`config.mk`:
```
export PLATFORM = sky130hd
export DESIGN_NAME = vna_ctrl
export DESIGN_NICKNAME = d
export VERILOG_FILES = /design/src/rtl/core/vna_pkg.sv /design/src/rtl/core/vna_ctrl.sv
export SDC_FILE = /design/constraint.sdc
export NUM_CORES = 1
export LEC_CHECK = 0
export BUFFER_PORTS_ARGS = -buffer_cell sky130_fd_sc_hd__buf_2
export CAP_MARGIN = 15
export CORE_UTILIZATION = 49
export CTS_BUF_LIST = sky130_fd_sc_hd__clkbuf_8
export CTS_CLUSTER_DIAMETER = 120
export DETAILED_ROUTE_END_ITERATION = 10
export PLACE_DENSITY = 0.78
export SLEW_MARGIN = 20
export SYNTH_ARGS = -nofsm -noshare
export SYNTH_HDL_FRONTEND = slang
export SYNTH_SLANG_ARGS = --single-unit
```
`constraint.sdc`:
```
create_clock -name clk -period 1.7 [get_ports clk]
set_input_delay 0.17 -clock clk [delete_from_list [all_inputs] [get_ports clk]]
set_output_delay 0.17 -clock clk [all_outputs]
set_load 0.1 [all_outputs]
```
`src/rtl/core/vna_pkg.sv`:
```
// vna_pkg: shared types, controller states and helpers for the vertex normal accumulator.
// Depends on nothing; used by vna_ctrl, vna_dp and the top level.
package vna_pkg;

	typedef struct packed {
		logic signed [31:0] sx;
		logic signed [31:0] sy;
		logic signed [31:0] sz;
		logic [15:0]        cnt;
	} entry_t;

	typedef enum logic [3:0] {
		S_CLEAR,
		S_IDLE,
		S_ADD_CHK,
		S_ADD_WR,
		S_Q_RD,
		S_Q_LEN,
		S_Q_CHK,
		S_C_INIT,
		S_C_DIV,
		S_C_SQRT,
		S_C_STORE,
		S_Q_OUT
	} state_t;

	// controller -> datapath
	typedef struct packed {
		logic       load;
		logic       clr;
		logic       add_rd;
		logic       add_wr;
		logic       q_rd;
		logic       sq;
		logic       div_init;
		logic       div_step;
		logic       sqrt_step;
		logic       store;
		logic       out_load;
		logic [1:0] sel;
		logic [3:0] bitsel;
	} dp_cmd_t;

	// datapath -> controller
	typedef struct packed {
		logic clear_last;
		logic skip;
		logic qry_zero;
		logic out_free;
	} dp_sts_t;

	localparam int DIV_STEPS  = 31;
	localparam int SQRT_STEPS = 16;

	function automatic logic signed [31:0] sat_add32(input logic signed [31:0] a,
		input logic signed [15:0] b);
		logic signed [32:0] s;
		s = {a[31], a} + {{17{b[15]}}, b};
		if (s[32] != s[31]) begin
			sat_add32 = s[32] ? 32'sh8000_0000 : 32'sh7fff_ffff;
		end else begin
			sat_add32 = s[31:0];
		end
	endfunction

endpackage

```
`src/rtl/core/vna_ctrl.sv`:
```
// vna_ctrl: sequencing state machine for clear, face add and vertex query.
// Depends on vna_pkg; drives vna_dp through dp_cmd_t.
module vna_ctrl
	import vna_pkg::*;
(
	input  logic    clk,
	input  logic    arst_n,
	input  logic    in_valid,
	output logic    in_stall,
	input  logic    item_is_query,
	input  dp_sts_t sts,
	output dp_cmd_t cmd_o
);

	state_t     state_q, state_d;
	logic [1:0] sel_q, sel_d;
	logic [4:0] step_q, step_d;

	always_ff @(posedge clk or negedge arst_n) begin
		if (!arst_n) begin
			state_q <= S_CLEAR;
			sel_q   <= '0;
			step_q  <= '0;
		end else begin
			state_q <= state_d;
			sel_q   <= sel_d;
			step_q  <= step_d;
		end
	end

	always_comb begin
		state_d = state_q;
		unique case (state_q)
			S_CLEAR:   if (sts.clear_last) state_d = S_IDLE;
			S_IDLE:    if (in_valid) state_d = item_is_query ? S_Q_RD : S_ADD_CHK;
			S_ADD_CHK: begin
				if (!sts.skip) state_d = S_ADD_WR;
				else if (sel_q == 2'd3) state_d = S_IDLE;
			end
			S_ADD_WR:  state_d = (sel_q == 2'd3) ? S_IDLE : S_ADD_CHK;
			S_Q_RD:    state_d = S_Q_LEN;
			S_Q_LEN:   if (sel_q == 2'd2) state_d = S_Q_CHK;
			S_Q_CHK:   state_d = sts.qry_zero ? S_Q_OUT : S_C_INIT;
			S_C_INIT:  state_d = S_C_DIV;
			S_C_DIV:   if (step_q == 5'(DIV_STEPS - 1)) state_d = S_C_SQRT;
			S_C_SQRT:  if (step_q == 5'(SQRT_STEPS - 1)) state_d = S_C_STORE;
			S_C_STORE: state_d = (sel_q == 2'd2) ? S_Q_OUT : S_C_INIT;
			S_Q_OUT:   if (sts.out_free) state_d = S_IDLE;
			default:   state_d = S_IDLE;
		endcase
	end

	always_comb begin
		cmd_o        = '0;
		cmd_o.sel    = sel_q;
		cmd_o.bitsel = 4'(SQRT_STEPS - 1) - step_q[3:0];
		in_stall     = 1'b1;
		sel_d        = sel_q;
		step_d       = step_q;
		unique case (state_q)
			S_CLEAR:   cmd_o.clr = 1'b1;
			S_IDLE: begin
				in_stall   = 1'b0;
				cmd_o.load = in_valid;
				sel_d      = '0;
			end
			S_ADD_CHK: begin
				cmd_o.add_rd = !sts.skip;
				if (sts.skip) sel_d = sel_q + 2'd1;
			end
			S_ADD_WR: begin
				cmd_o.add_wr = 1'b1;
				sel_d        = sel_q + 2'd1;
			end
			S_Q_RD: begin
				cmd_o.q_rd = 1'b1;
				sel_d      = '0;
			end
			S_Q_LEN: begin
				cmd_o.sq = 1'b1;
				sel_d    = (sel_q == 2'd2) ? 2'd0 : sel_q + 2'd1;
			end
			S_Q_CHK:   sel_d = '0;
			S_C_INIT: begin
				cmd_o.div_init = 1'b1;
				step_d         = '0;
			end
			S_C_DIV: begin
				cmd_o.div_step = 1'b1;
				step_d = (step_q == 5'(DIV_STEPS - 1)) ? 5'd0 : step_q + 5'd1;
			end
			S_C_SQRT: begin
				cmd_o.sqrt_step = 1'b1;
				step_d          = step_q + 5'd1;
			end
			S_C_STORE: begin
				cmd_o.store = 1'b1;
				sel_d       = sel_q + 2'd1;
			end
			S_Q_OUT:   cmd_o.out_load = sts.out_free;
			default:   cmd_o = '0;
		endcase
	end

endmodule

```
==> metrics list, run 1 <==
- Port buffer count: 25
- Main flop type after synthesis: sky130_fd_sc_hd__dfrtp_1
* FFs w/ async S/R, synth: 100%
- Post-CTS Setup Inserts: 7
- Global placement routability congestion: 0.974
- Sequential cells were found to cover about 28% of the synthesized design area.
- Of the total synthesized cell area, the portion taken by XOR and XNOR cells is 0%.
- Counting flops and latches in the post-synthesis netlist gives 11.
- Most instantiated cells after synthesis: 16 x sky130_fd_sc_hd__nor2_1, 11 x sky130_fd_sc_hd__dfrtp_1, 10 x sky130_fd_sc_hd__a21oi_1, 9 x sky130_fd_sc_hd__o21ai_0, 8 x sky130_fd_sc_hd__nand2_1
* Distinct cells, synth: 41
- During synthesis, Yosys emitted a total of 0 warnings.
- Cells after synthesis: ~130
- Stage reached: clock tree synthesis (4_1_cts)
- # clock sinks: 11
* DPL Wire Length: around 3300 µm
- Top cell type's share of synthesized area: between 20 and 30%
- Buffers inserted during clock tree synthesis total 3.
* Count of H-tree levels built during CTS: 1
* Placement row count: 15
* Post-Place Setup Slack: -140 ps
* Post-Syn Nets: 140
- The clock passes through at most 2 buffers.
- The flow did not finish.
* Share of synthesized cell area in full adder, half adder and majority cells: 8.78%
* Chip Height: between 40 and 50 µm
- Ports: 26
- The synthesized design contains 0 enable-type register cells.
* Dominant cell by count in the synthesized netlist: sky130_fd_sc_hd__nor2_1
* Post-cts sizing count: 25
- Hold buffer count at CTS: 1
- Leading area contributor after synthesis: sky130_fd_sc_hd__dfrtp_1
* Master cell of the clock root buffer: sky130_fd_sc_hd__clkbuf_8
* Portion of netlist area occupied by mux cells: between 5 and 6%
- After synthesis, the cell types taking the most area are sky130_fd_sc_hd__dfrtp_1 28%, sky130_fd_sc_hd__ha_1 8.8%, sky130_fd_sc_hd__nor2_1 6.0%.
- The first error in the log reads "[ERROR DPL-0038] Utilization greater than 100%, impossible to legalize".
* Die Wd: around 47 µm
- Combinational family with the most area after synthesis: simple AND/OR/NAND/NOR gates
- Post-Synthesis Cell Area: 997 µm²
- The synthesized netlist devotes approximately a quarter of its cell area to compound gates.
- Synth Area in Simple Gates: approximately 27%
- Initial cell density of the core: between 50% and 60%
* Post-Syn Area per Cell: 7.98 µm²
per-stage QoR:
stage               hold WS (ps)  cells  TNS, ps  util [%]  area (µm²)
floorplan                   -126    125    -2110         -        1220
detailed placement          58.1    194     -590      95.8        1740
global placement            49.1    194    -54.0      95.8        1740
kinds of logic after synthesis:
| kind of cell | Yosys count |
|---|---|
| and+or+nand+nor | 50 |
| muxes | 5 |
| AOI/OAI and AO/OA | 38 |
| adders and majority gates | 7 |
| buffers and inverters | 14 |
| DFF | 11 |
==> run 2, diff against run 1 <==
--- a/config.mk
+++ b/config.mk
@@ -7,11 +7,10 @@
 export LEC_CHECK = 0
 export BUFFER_PORTS_ARGS = -buffer_cell sky130_fd_sc_hd__buf_2
 export CAP_MARGIN = 15
-export CORE_UTILIZATION = 49
-export CTS_BUF_LIST = sky130_fd_sc_hd__clkbuf_8
-export CTS_CLUSTER_DIAMETER = 120
+export CORE_AREA = 2 2 63 65
 export DETAILED_ROUTE_END_ITERATION = 10
-export PLACE_DENSITY = 0.78
+export DIE_AREA = 0 0 65 67
+export PLACE_DENSITY_LB_ADDON = 0.15
 export SLEW_MARGIN = 20
 export SYNTH_ARGS = -nofsm -noshare
 export SYNTH_HDL_FRONTEND = slang
==> constraint.sdc (replaced) <==
create_clock -name clk -period 2.2 [get_ports clk]
set_input_delay 0.22 -clock clk [delete_from_list [all_inputs] [get_ports clk]]
set_output_delay 0.22 -clock clk [all_outputs]
set_load 0.1 [all_outputs]
==> run 2 against run 1 <==
The flow now finishes without violations. Synthesized cell count unchanged. Synthesized area stayed put.
==> metrics list, run 2 <==
* Critical path destination: cmd_o[16]
- Depth of the worst register-to-register path: 7
* Remaining global-route overflow: 0
- The largest single stage delay on the critical path is 490 ps.
* Number of buffer and inverter instances along the worst setup path: 3
* Initial cell density of the core: 27.7% (-27 points)
- In this run, the number of DRC markers left after iteration 0 of detailed routing was 32.
- Via density per instance: around 5.2
- Register bit total from synthesis: 11 (unchanged)
- Max-Cap Viols: 0
- Placement row count: 22 (+7)
* Count of endpoints failing setup in the final report: 0
- The worst pin sits at a relative slew slack of about two thirds.
* Registers with the most flip-flops: step_q: 5 flops, state_q: 4 flops, sel_q: 2 flops
- The synthesized area divided by synthesized cell count came to 7.98 µm² (unchanged).
- The later pin in the worst-skew pair is clocked with a latency of approximately 240 ps.
* Beginning of the critical path: state_q[0]$_DFFE_PN0P_
- Detail Route Antenna Nets: 0
* Routed length per instance: 14.0 µm
- The yosys synthesis warning count came to 0 (unchanged).
- Count of H-tree levels built during CTS: 1 (unchanged)
- Post-route worst hold slack: about 360 ps
* Clock buffer depth: 2 (unchanged)
- Fraction of final layout cells with drive strength greater than 1: between 30% and 40%
- The top cell types in the final layout, fill and taps aside, are 20 x sky130_fd_sc_hd__buf_2, 12 x sky130_fd_sc_hd__nor2_1, 11 x sky130_fd_sc_hd__dfrtp_1.
* Port buffer count: 25 (unchanged)
- The path class of the tightest hold or removal check is in -> reg.
* Drt total wl: roughly 2900 µm
* First-pass GRT wire length: approximately 4700 µm
- Detailed routing inserted a total of around 1100 vias.
- Crit-path max FO: 8
* Post-cts sizing count: 0 (-100%)
* Area added between synthesis and finish: 38.6%
- The global placement routability congestion was 0.844 (-13%).
- Chain of cells forming the critical path: buf_4 > inv_1 > nor2_1 > and3_1 > buf_2
- Stages on the worst setup path: 5
- Of all cell types, the one taking the most synthesized area is sky130_fd_sc_hd__dfrtp_1.
- Number of flops mapped to enable cells by yosys: 0 (unchanged)
- TritonCTS built the clock tree.
- Data arrival at the endpoint of the critical path: around 1800 ps
- The top-level port count is 26 (unchanged).
- Post-Synthesis Cell Area: 997 µm² (unchanged)
- Status: complete, no violations
* Number of buffers created by CTS: 3 (unchanged)
- Yosys instantiated no cell more often than sky130_fd_sc_hd__nor2_1.
- The die boundary height is 67 µm (+42%).
* Startpoint type of the worst setup path: flop
- Setup repair after global routing missed its margin: false
- Via count of the first global-routing pass: approximately 1000
* Floorplan die area: 4360 µm²
- Critical path endpoint category: output pin
- Most instantiated cells after synthesis: 16 x sky130_fd_sc_hd__nor2_1, 11 x sky130_fd_sc_hd__dfrtp_1, 10 x sky130_fd_sc_hd__a21oi_1, 9 x sky130_fd_sc_hd__o21ai_0, 8 x sky130_fd_sc_hd__nand2_1
- Reg with most FFs: step_q
* Max Transition Viols Final: 0
- Top delay family on crit path: buffers and inverters
- The half-perimeter wire length after placement is 2290 µm (-30%).
* # clock sinks: 11 (unchanged)
* Clock slew at reported path FFs: 50 ps
- Derived from the worst setup path, the maximum achievable clock frequency is just under 500 MHz.
* Crit-path slowest cell: sky130_fd_sc_hd__dfrtp_1
- Die Wd: 65 µm (+38%)
* Reg-to-reg critical path endpoint: state_q[3]$_DFFE_PN0P_
- Hold violation total from the final report: 0
- Number of antenna violations at the first check in global routing: 0
* Diode insertion count for antenna repair: 0
* Sequential area share after synthesis: 27.6% (unchanged)
- Top cell type's share of synthesized area: 27.6% (unchanged)
* Max reg flops: 5
- Master cell of the clock root buffer: sky130_fd_sc_hd__clkbuf_8
- By area the synthesized netlist is led by sky130_fd_sc_hd__dfrtp_1 28%, sky130_fd_sc_hd__ha_1 8.8%, sky130_fd_sc_hd__nor2_1 6.0%.
* Start point of the worst min-delay path: sts[0]
- Clock skew on the completed layout was measured at between 0.6 and 0.7 ps.
- Post-Syn Nets: 140 (unchanged)
- The cell count after synthesis was 125 (unchanged).
- Pre-Repair DR Iteration Count: 4
- The post-synthesis async set-or-reset flop share is 100% (unchanged).
* Worst flop-to-flop path startpoint: step_q[0]$_DFFE_PN0P_
- The total area inside the core boundary comes to between 3000 and 4000 µm².
- Total routing resource utilization after global routing: between 10 and 15%
- Setup slack of the most critical reg-to-reg path: between 200 and 300 ps
- The most used flip-flop cell after synthesis is sky130_fd_sc_hd__dfrtp_1.
* Critical path class: reg -> out
* Drc violations: 0
- Most frequent standard cell in the layout excluding fill and tap cells: sky130_fd_sc_hd__buf_2
- Portion of the clock cycle consumed by the worst path in the final layout: around 93%
- At the worst endpoint, the required time is 1980 ps.
* Net count of the finished layout: 172
- Transition time at the pin with the least slew margin: 489 ps
* Final period demand of the worst path: around 2000 ps
- The number of distinct library cell variants in the gate-level netlist after synthesis is 41 (unchanged).
- Largest net degree at the start of global routing: 17
## run 2: cell counts after synthesis
Identical to the previous run, type by type.
## run 2: metrics by stage
stage                     setup TNS (ps)  util (%)  worst slack, ps  area [µm²]  instances
after detailed placement               0      36.8              309        1330        199
after floorplan                    -2900         -             -418        1040        125
after CTS                              0      38.3              169        1380        204
after global placement                 0      36.8              334        1330        199
after global routing                   0      38.3             42.8        1380        204
final                                  0      38.3              158        1380        204
## run 2: final cells by class
cell class | count | area (µm²)
fill | 376 | 2220
clock buffer | 4 | 45.0
timing repair buffer | 35 | 278
tap | 48 | 60.1
multi-input combinational | 100 | 702
sequential | 11 | 275
inverter | 6 | 22.5
## run 2: cells by family (layout without fill, tap and decap cells)
logic type                 Yosys count  after routing  share of synthesized area (%)
adders and majority gates            7              7                           8.78
and+or+nand+nor                     50             50                           27.4
buffers and inverters               14             45                           6.15
DFF                                 11             11                           27.6
muxes                                5              5                           5.77
AOI/OAI and AO/OA                   38             38                           24.3
## run 2: worst min path at each step
stage	end	cells after the start	slack, ps
6_report	state_q[1]$_DFFE_PN0P_	3	360
5_1_grt	state_q[1]$_DFFE_PN0P_	3	360
4_1_cts	state_q[1]$_DFFE_PN0P_	3	360
3_5_place_dp	sel_q[1]$_DFFE_PN0P_	1	120
3_3_place_gp	step_q[0]$_DFFE_PN0P_	1	110
2_1_floorplan	sel_q[0]$_DFFE_PN0P_	0	-80
## run 2: worst register-to-register path, cell delays in order, from the launching register on
cell	delay, ps
sky130_fd_sc_hd__dfrtp_1	430
sky130_fd_sc_hd__ha_1	240
sky130_fd_sc_hd__and3_1	190
sky130_fd_sc_hd__ha_1	170
sky130_fd_sc_hd__mux2i_1	120
sky130_fd_sc_hd__a32oi_1	130
sky130_fd_sc_hd__and3b_1	230
sky130_fd_sc_hd__mux2_4	290
## run 2: metal layers
| layer | up-vias | part of all wire (%) | track usage (%) |
|---|---|---|---|
| li1 | 522 | - | - |
| met1 | 518 | 46 | 18.1 |
| met2 | 18 | 51 | 22.9 |
| met3 | 2 | 2.3 | 2.53 |
| met4 | 0 | 0.66 | 4.52 |
| met5 | - | 0 | 0 |
## run 2: repair_timing
action,CTS,global route
endpoints found under the hold margin,11,0
hold buffers,1,0
buffers inserted,0,0
Power of run 2 is not shown: default switching activity piles up to over one toggle a cycle in this logic, so the estimate is an artifact.
==> run 3, diff against run 2 <==
--- a/config.mk
+++ b/config.mk
@@ -5,6 +5,7 @@
 export SDC_FILE = /design/constraint.sdc
 export NUM_CORES = 1
 export LEC_CHECK = 0
+export ABC_AREA = 1
 export BUFFER_PORTS_ARGS = -buffer_cell sky130_fd_sc_hd__buf_2
 export CAP_MARGIN = 15
 export CORE_AREA = 2 2 63 65
==> run 3 against run 2 <==
Worst setup slack better by 49 ps. Sequential share of layout area up 0.50 points. Critical path depth unchanged. Utilization down 0.94 points. First-iteration DRC count up 59%. Non-clock buffer count down 9. Clock skew up 1.1 ps. Wire length down 0.73%. Worst hold slack better by 26 ps. Die area unchanged. Critical endpoint is now cmd_o[14].
==> metrics list, run 3 <==
- The horizontal extent of the die came to 65 µm (unchanged).
* Transition time at the pin with the least slew margin: 502 ps (+13.7 ps)
- The floorplan row count was 22 (unchanged).
- The met3 track demand over resource is 4.56% (+2.0 points).
- For this design, the slowest cell found on the critical path is sky130_fd_sc_hd__dfrtp_1.
- The synthesized area divided by synthesized cell count came to 6.54 µm² (-18%).
* Number of flops mapped to enable cells by yosys: 0 (unchanged)
- The logic depth of the worst setup path including buffers came to 5 (unchanged).
* Register bit total from synthesis: 11 (unchanged)
- The area share of the largest cell type after synthesis came to 24.7% (-2.9 points).
- The half-perimeter wire length after placement was 2390 µm (+4.6%).
- The worst setup slack for register-to-register paths was 660 ps (+370 ps).
- Clock buffer depth: 2 (unchanged)
- Chain of cells forming the critical path: nand2_4 > nor2_1 > nand2_2 > inv_1 > buf_2
- Distinct cells, synth: 23 (-44%)
- The global placement routability congestion was 0.934 (+11%).
* Setup repair after global routing missed its margin: false
- The most common cell in the synthesized netlist is sky130_fd_sc_hd__nand2_1.
- The global-route wire length before repair is 5010 µm (+7.1%).
- The worst clock skew was 1.67 ps (+1.07 ps).
- step_q holds more flip-flops than any other register.
- Sum of negative setup slack: 0 ps (unchanged)
* Via count of the first global-routing pass: 1101 (+11%)
- Yosys warnings: 0 (unchanged)
- The number of nets in the layout was 214 (+24%).
- Post-Synthesis Cell Area: 1110 µm² (+12%)
* Final period demand of the worst path: 1990 ps (-48.8 ps)
* Chip Height: 67 µm (unchanged)
* Drc violations: 0 (unchanged)
- Sequential area share after synthesis: 24.7% (-2.9 points)
- Number of buffer and inverter instances along the worst setup path: 2 (-1)
- The sum of routed wire length over all layers is 2840 µm (-0.73%).
- Pre-Repair DR Iteration Count: 5 (+1)
- Number of antenna violations at the first check in global routing: 0 (unchanged)
- The root buffer cell chosen for the clock tree is sky130_fd_sc_hd__clkbuf_8.
- Critical path class: reg -> out
- Most utilized layer in the global route result: met2
- The starting density of the core came to 30.8% (+3.2 points).
- Main flop type after synthesis: sky130_fd_sc_hd__dfrtp_1
- The maximum fanout along the worst path came to 9 (+1).
* Largest stage delay on the critical path: 650 ps (+160 ps)
* Clock tree from TritonCTS: built
- The biggest area contributor in the post-synthesis netlist is sky130_fd_sc_hd__dfrtp_1.
* Critical path endpoint category: output pin
- Via density per instance: 4.56 (-12%)
- The global-route total usage across every layer came to 15.1% (+1.2 points).
- The final hold violation count was 0 (unchanged).
* Max-Cap Viols: 0 (unchanged)
- The number of buffers inserted by port buffering came to 25 (unchanged).
* Required time reported for the critical path endpoint: 1980 ps (about the same)
- Leaving out fill and tap cells, the most frequent cell in the layout is sky130_fd_sc_hd__nand2_1.
- Fillers: 396 (+5.3%)
- The total overflow reported by the global router came to 0 (unchanged).
- The number of vias in the routed layout came to 1122 (+5.8%).
- The total core area is 3610 µm² (unchanged).
* Cells after synthesis: 170 (+36%)
* Number of buffers created by CTS: 3 (unchanged)
- The fraction of met1 tracks used by global routing came to 18.9% (+0.80 points).
- Max Transition Viols Final: 0 (unchanged)
- Clock slew at reported path FFs: 50 ps (about the same)
- FFs w/ async S/R, synth: 100% (unchanged)
* Top delay family on crit path: flip-flops
- The flow ran to the end, and the final reports show no timing, DRC or antenna violations.
- The H-tree depth came to 1 (unchanged).
* Depth of the worst register-to-register path: 9 (+2)
- Fraction of final layout cells with drive strength greater than 1: 29.3% (-2.1 points)
- Initial drt markers: 51 (+59%)
* Largest net degree at the start of global routing: 12 (-5)
- The die outline area came to 4360 µm² (unchanged).
- The period utilization was 90.6% (-2.2 points).
- The data arrival time of the worst path came to 1770 ps (-50 ps).
- Worst skew pair latency: 230 ps (about the same)
* Most instantiated cells after synthesis: 45 x sky130_fd_sc_hd__nand2_1, 26 x sky130_fd_sc_hd__inv_1, 19 x sky130_fd_sc_hd__nor2_1, 17 x sky130_fd_sc_hd__nand3_1, 11 x sky130_fd_sc_hd__dfrtp_1
- The clock sink count was 11 (unchanged).
* Most area-consuming cells after synthesis: sky130_fd_sc_hd__dfrtp_1 25%, sky130_fd_sc_hd__nand2_1 15%, sky130_fd_sc_hd__inv_1 8.8%
- Met2 demand-to-capacity share in global routing: 24.7% (+1.8 points)
- In this run the worst hold path is classified as in -> async.
* Worst slew margin relative to its limit: 66.5% (-1.1 points)
- The remaining antenna violation count after routing was 0 (unchanged).
- Routed length per instance: 11.5 µm (-18%)
- Post-cts sizing count: 0 (unchanged)
* Registers with the most flip-flops: step_q: 5 flops, state_q: 4 flops, sel_q: 2 flops
* Post-Syn Nets: 185 (+32%)
- Most frequent cells in the layout: 45 x sky130_fd_sc_hd__nand2_1, 26 x sky130_fd_sc_hd__inv_1, 25 x sky130_fd_sc_hd__buf_2
- The worst setup path is launched from a flop.
- Max reg flops: 5 (unchanged)
- The top-level port count came to 26 (unchanged).
- Count of endpoints failing setup in the final report: 0 (unchanged)
* Area added between synthesis and finish: 21.3%
- Max Fclk: 502 MHz (+2.4%)
- The number of inserted diodes is 0 (unchanged).
## run 3: changes by cell type in the layout (fill, tap and decap cells not counted), sizes merged, moves of 4 or more
cell	delta
nand2b	-4
nand2	+47
inv	+26
a21oi	-7
o21ai	-4
nor2	+11
and3	-4
buf	-9
nand3	+18
## run 3: cells by family after synthesis
kind of cell	count (synthesis)	share of synthesized area, %
DFF	11	24.7
buffers and inverters	34	12.9
adders and majority gates	7	7.87
AOI/OAI and AO/OA	10	4.72
and+or+nand+nor	108	49.7
## run 3: final timing paths
path / startpoint / to
setup reg to reg: state_q[1]$_DFFE_PN0P_ / state_q[3]$_DFFE_PN0P_
min in group clk: sts[0] / state_q[1]$_DFFE_PN0P_
hold / removal: arst_n / state_q[2]$_DFFE_PN0P_
max in group asynchronous: arst_n / step_q[0]$_DFFE_PN0P_
setup / recovery: state_q[1]$_DFFE_PN0P_ / cmd_o[14]
hold reg to reg: sel_q[0]$_DFFE_PN0P_ / sel_q[0]$_DFFE_PN0P_
## run 3: repair_timing
item,in CTS,in global routing
setup endpoints to repair,0,0
buffers inserted,0,0
hold buffers,1,0
hold endpoints to repair,11,0
## run 3: final cells by class
class,instances,area (µm²),share of cell area [%]
multi-input combinational,125,711,52.7
sequential,11,275,20.4
timing repair buffer,26,135,10.0
tap,48,60.1,4.45
clock buffer,4,45.0,3.34
inverter,32,123,9.09
## run 3: per-layer routing
metal	vias to the layer above	routed length (µm)
li1	579	-
met4	0	73
met3	7	156
met5	-	0
met1	504	1290
met2	32	1310
## run 3: stage by stage
stage          utilization (%)  setup WS, ps  area, µm²  instances  hold slack [ps]
2_1_floorplan                -          44.9       1130        170            -75.6
4_1_cts                   37.4           209       1350        246              383
6_report                  37.4           207       1350        246              387
3_5_place_dp              35.9           471       1290        241              119
5_1_grt                   37.4          67.4       1350        246              412
3_3_place_gp              35.9           499       1290        241              113
Power of run 3 is left out for the same reason.
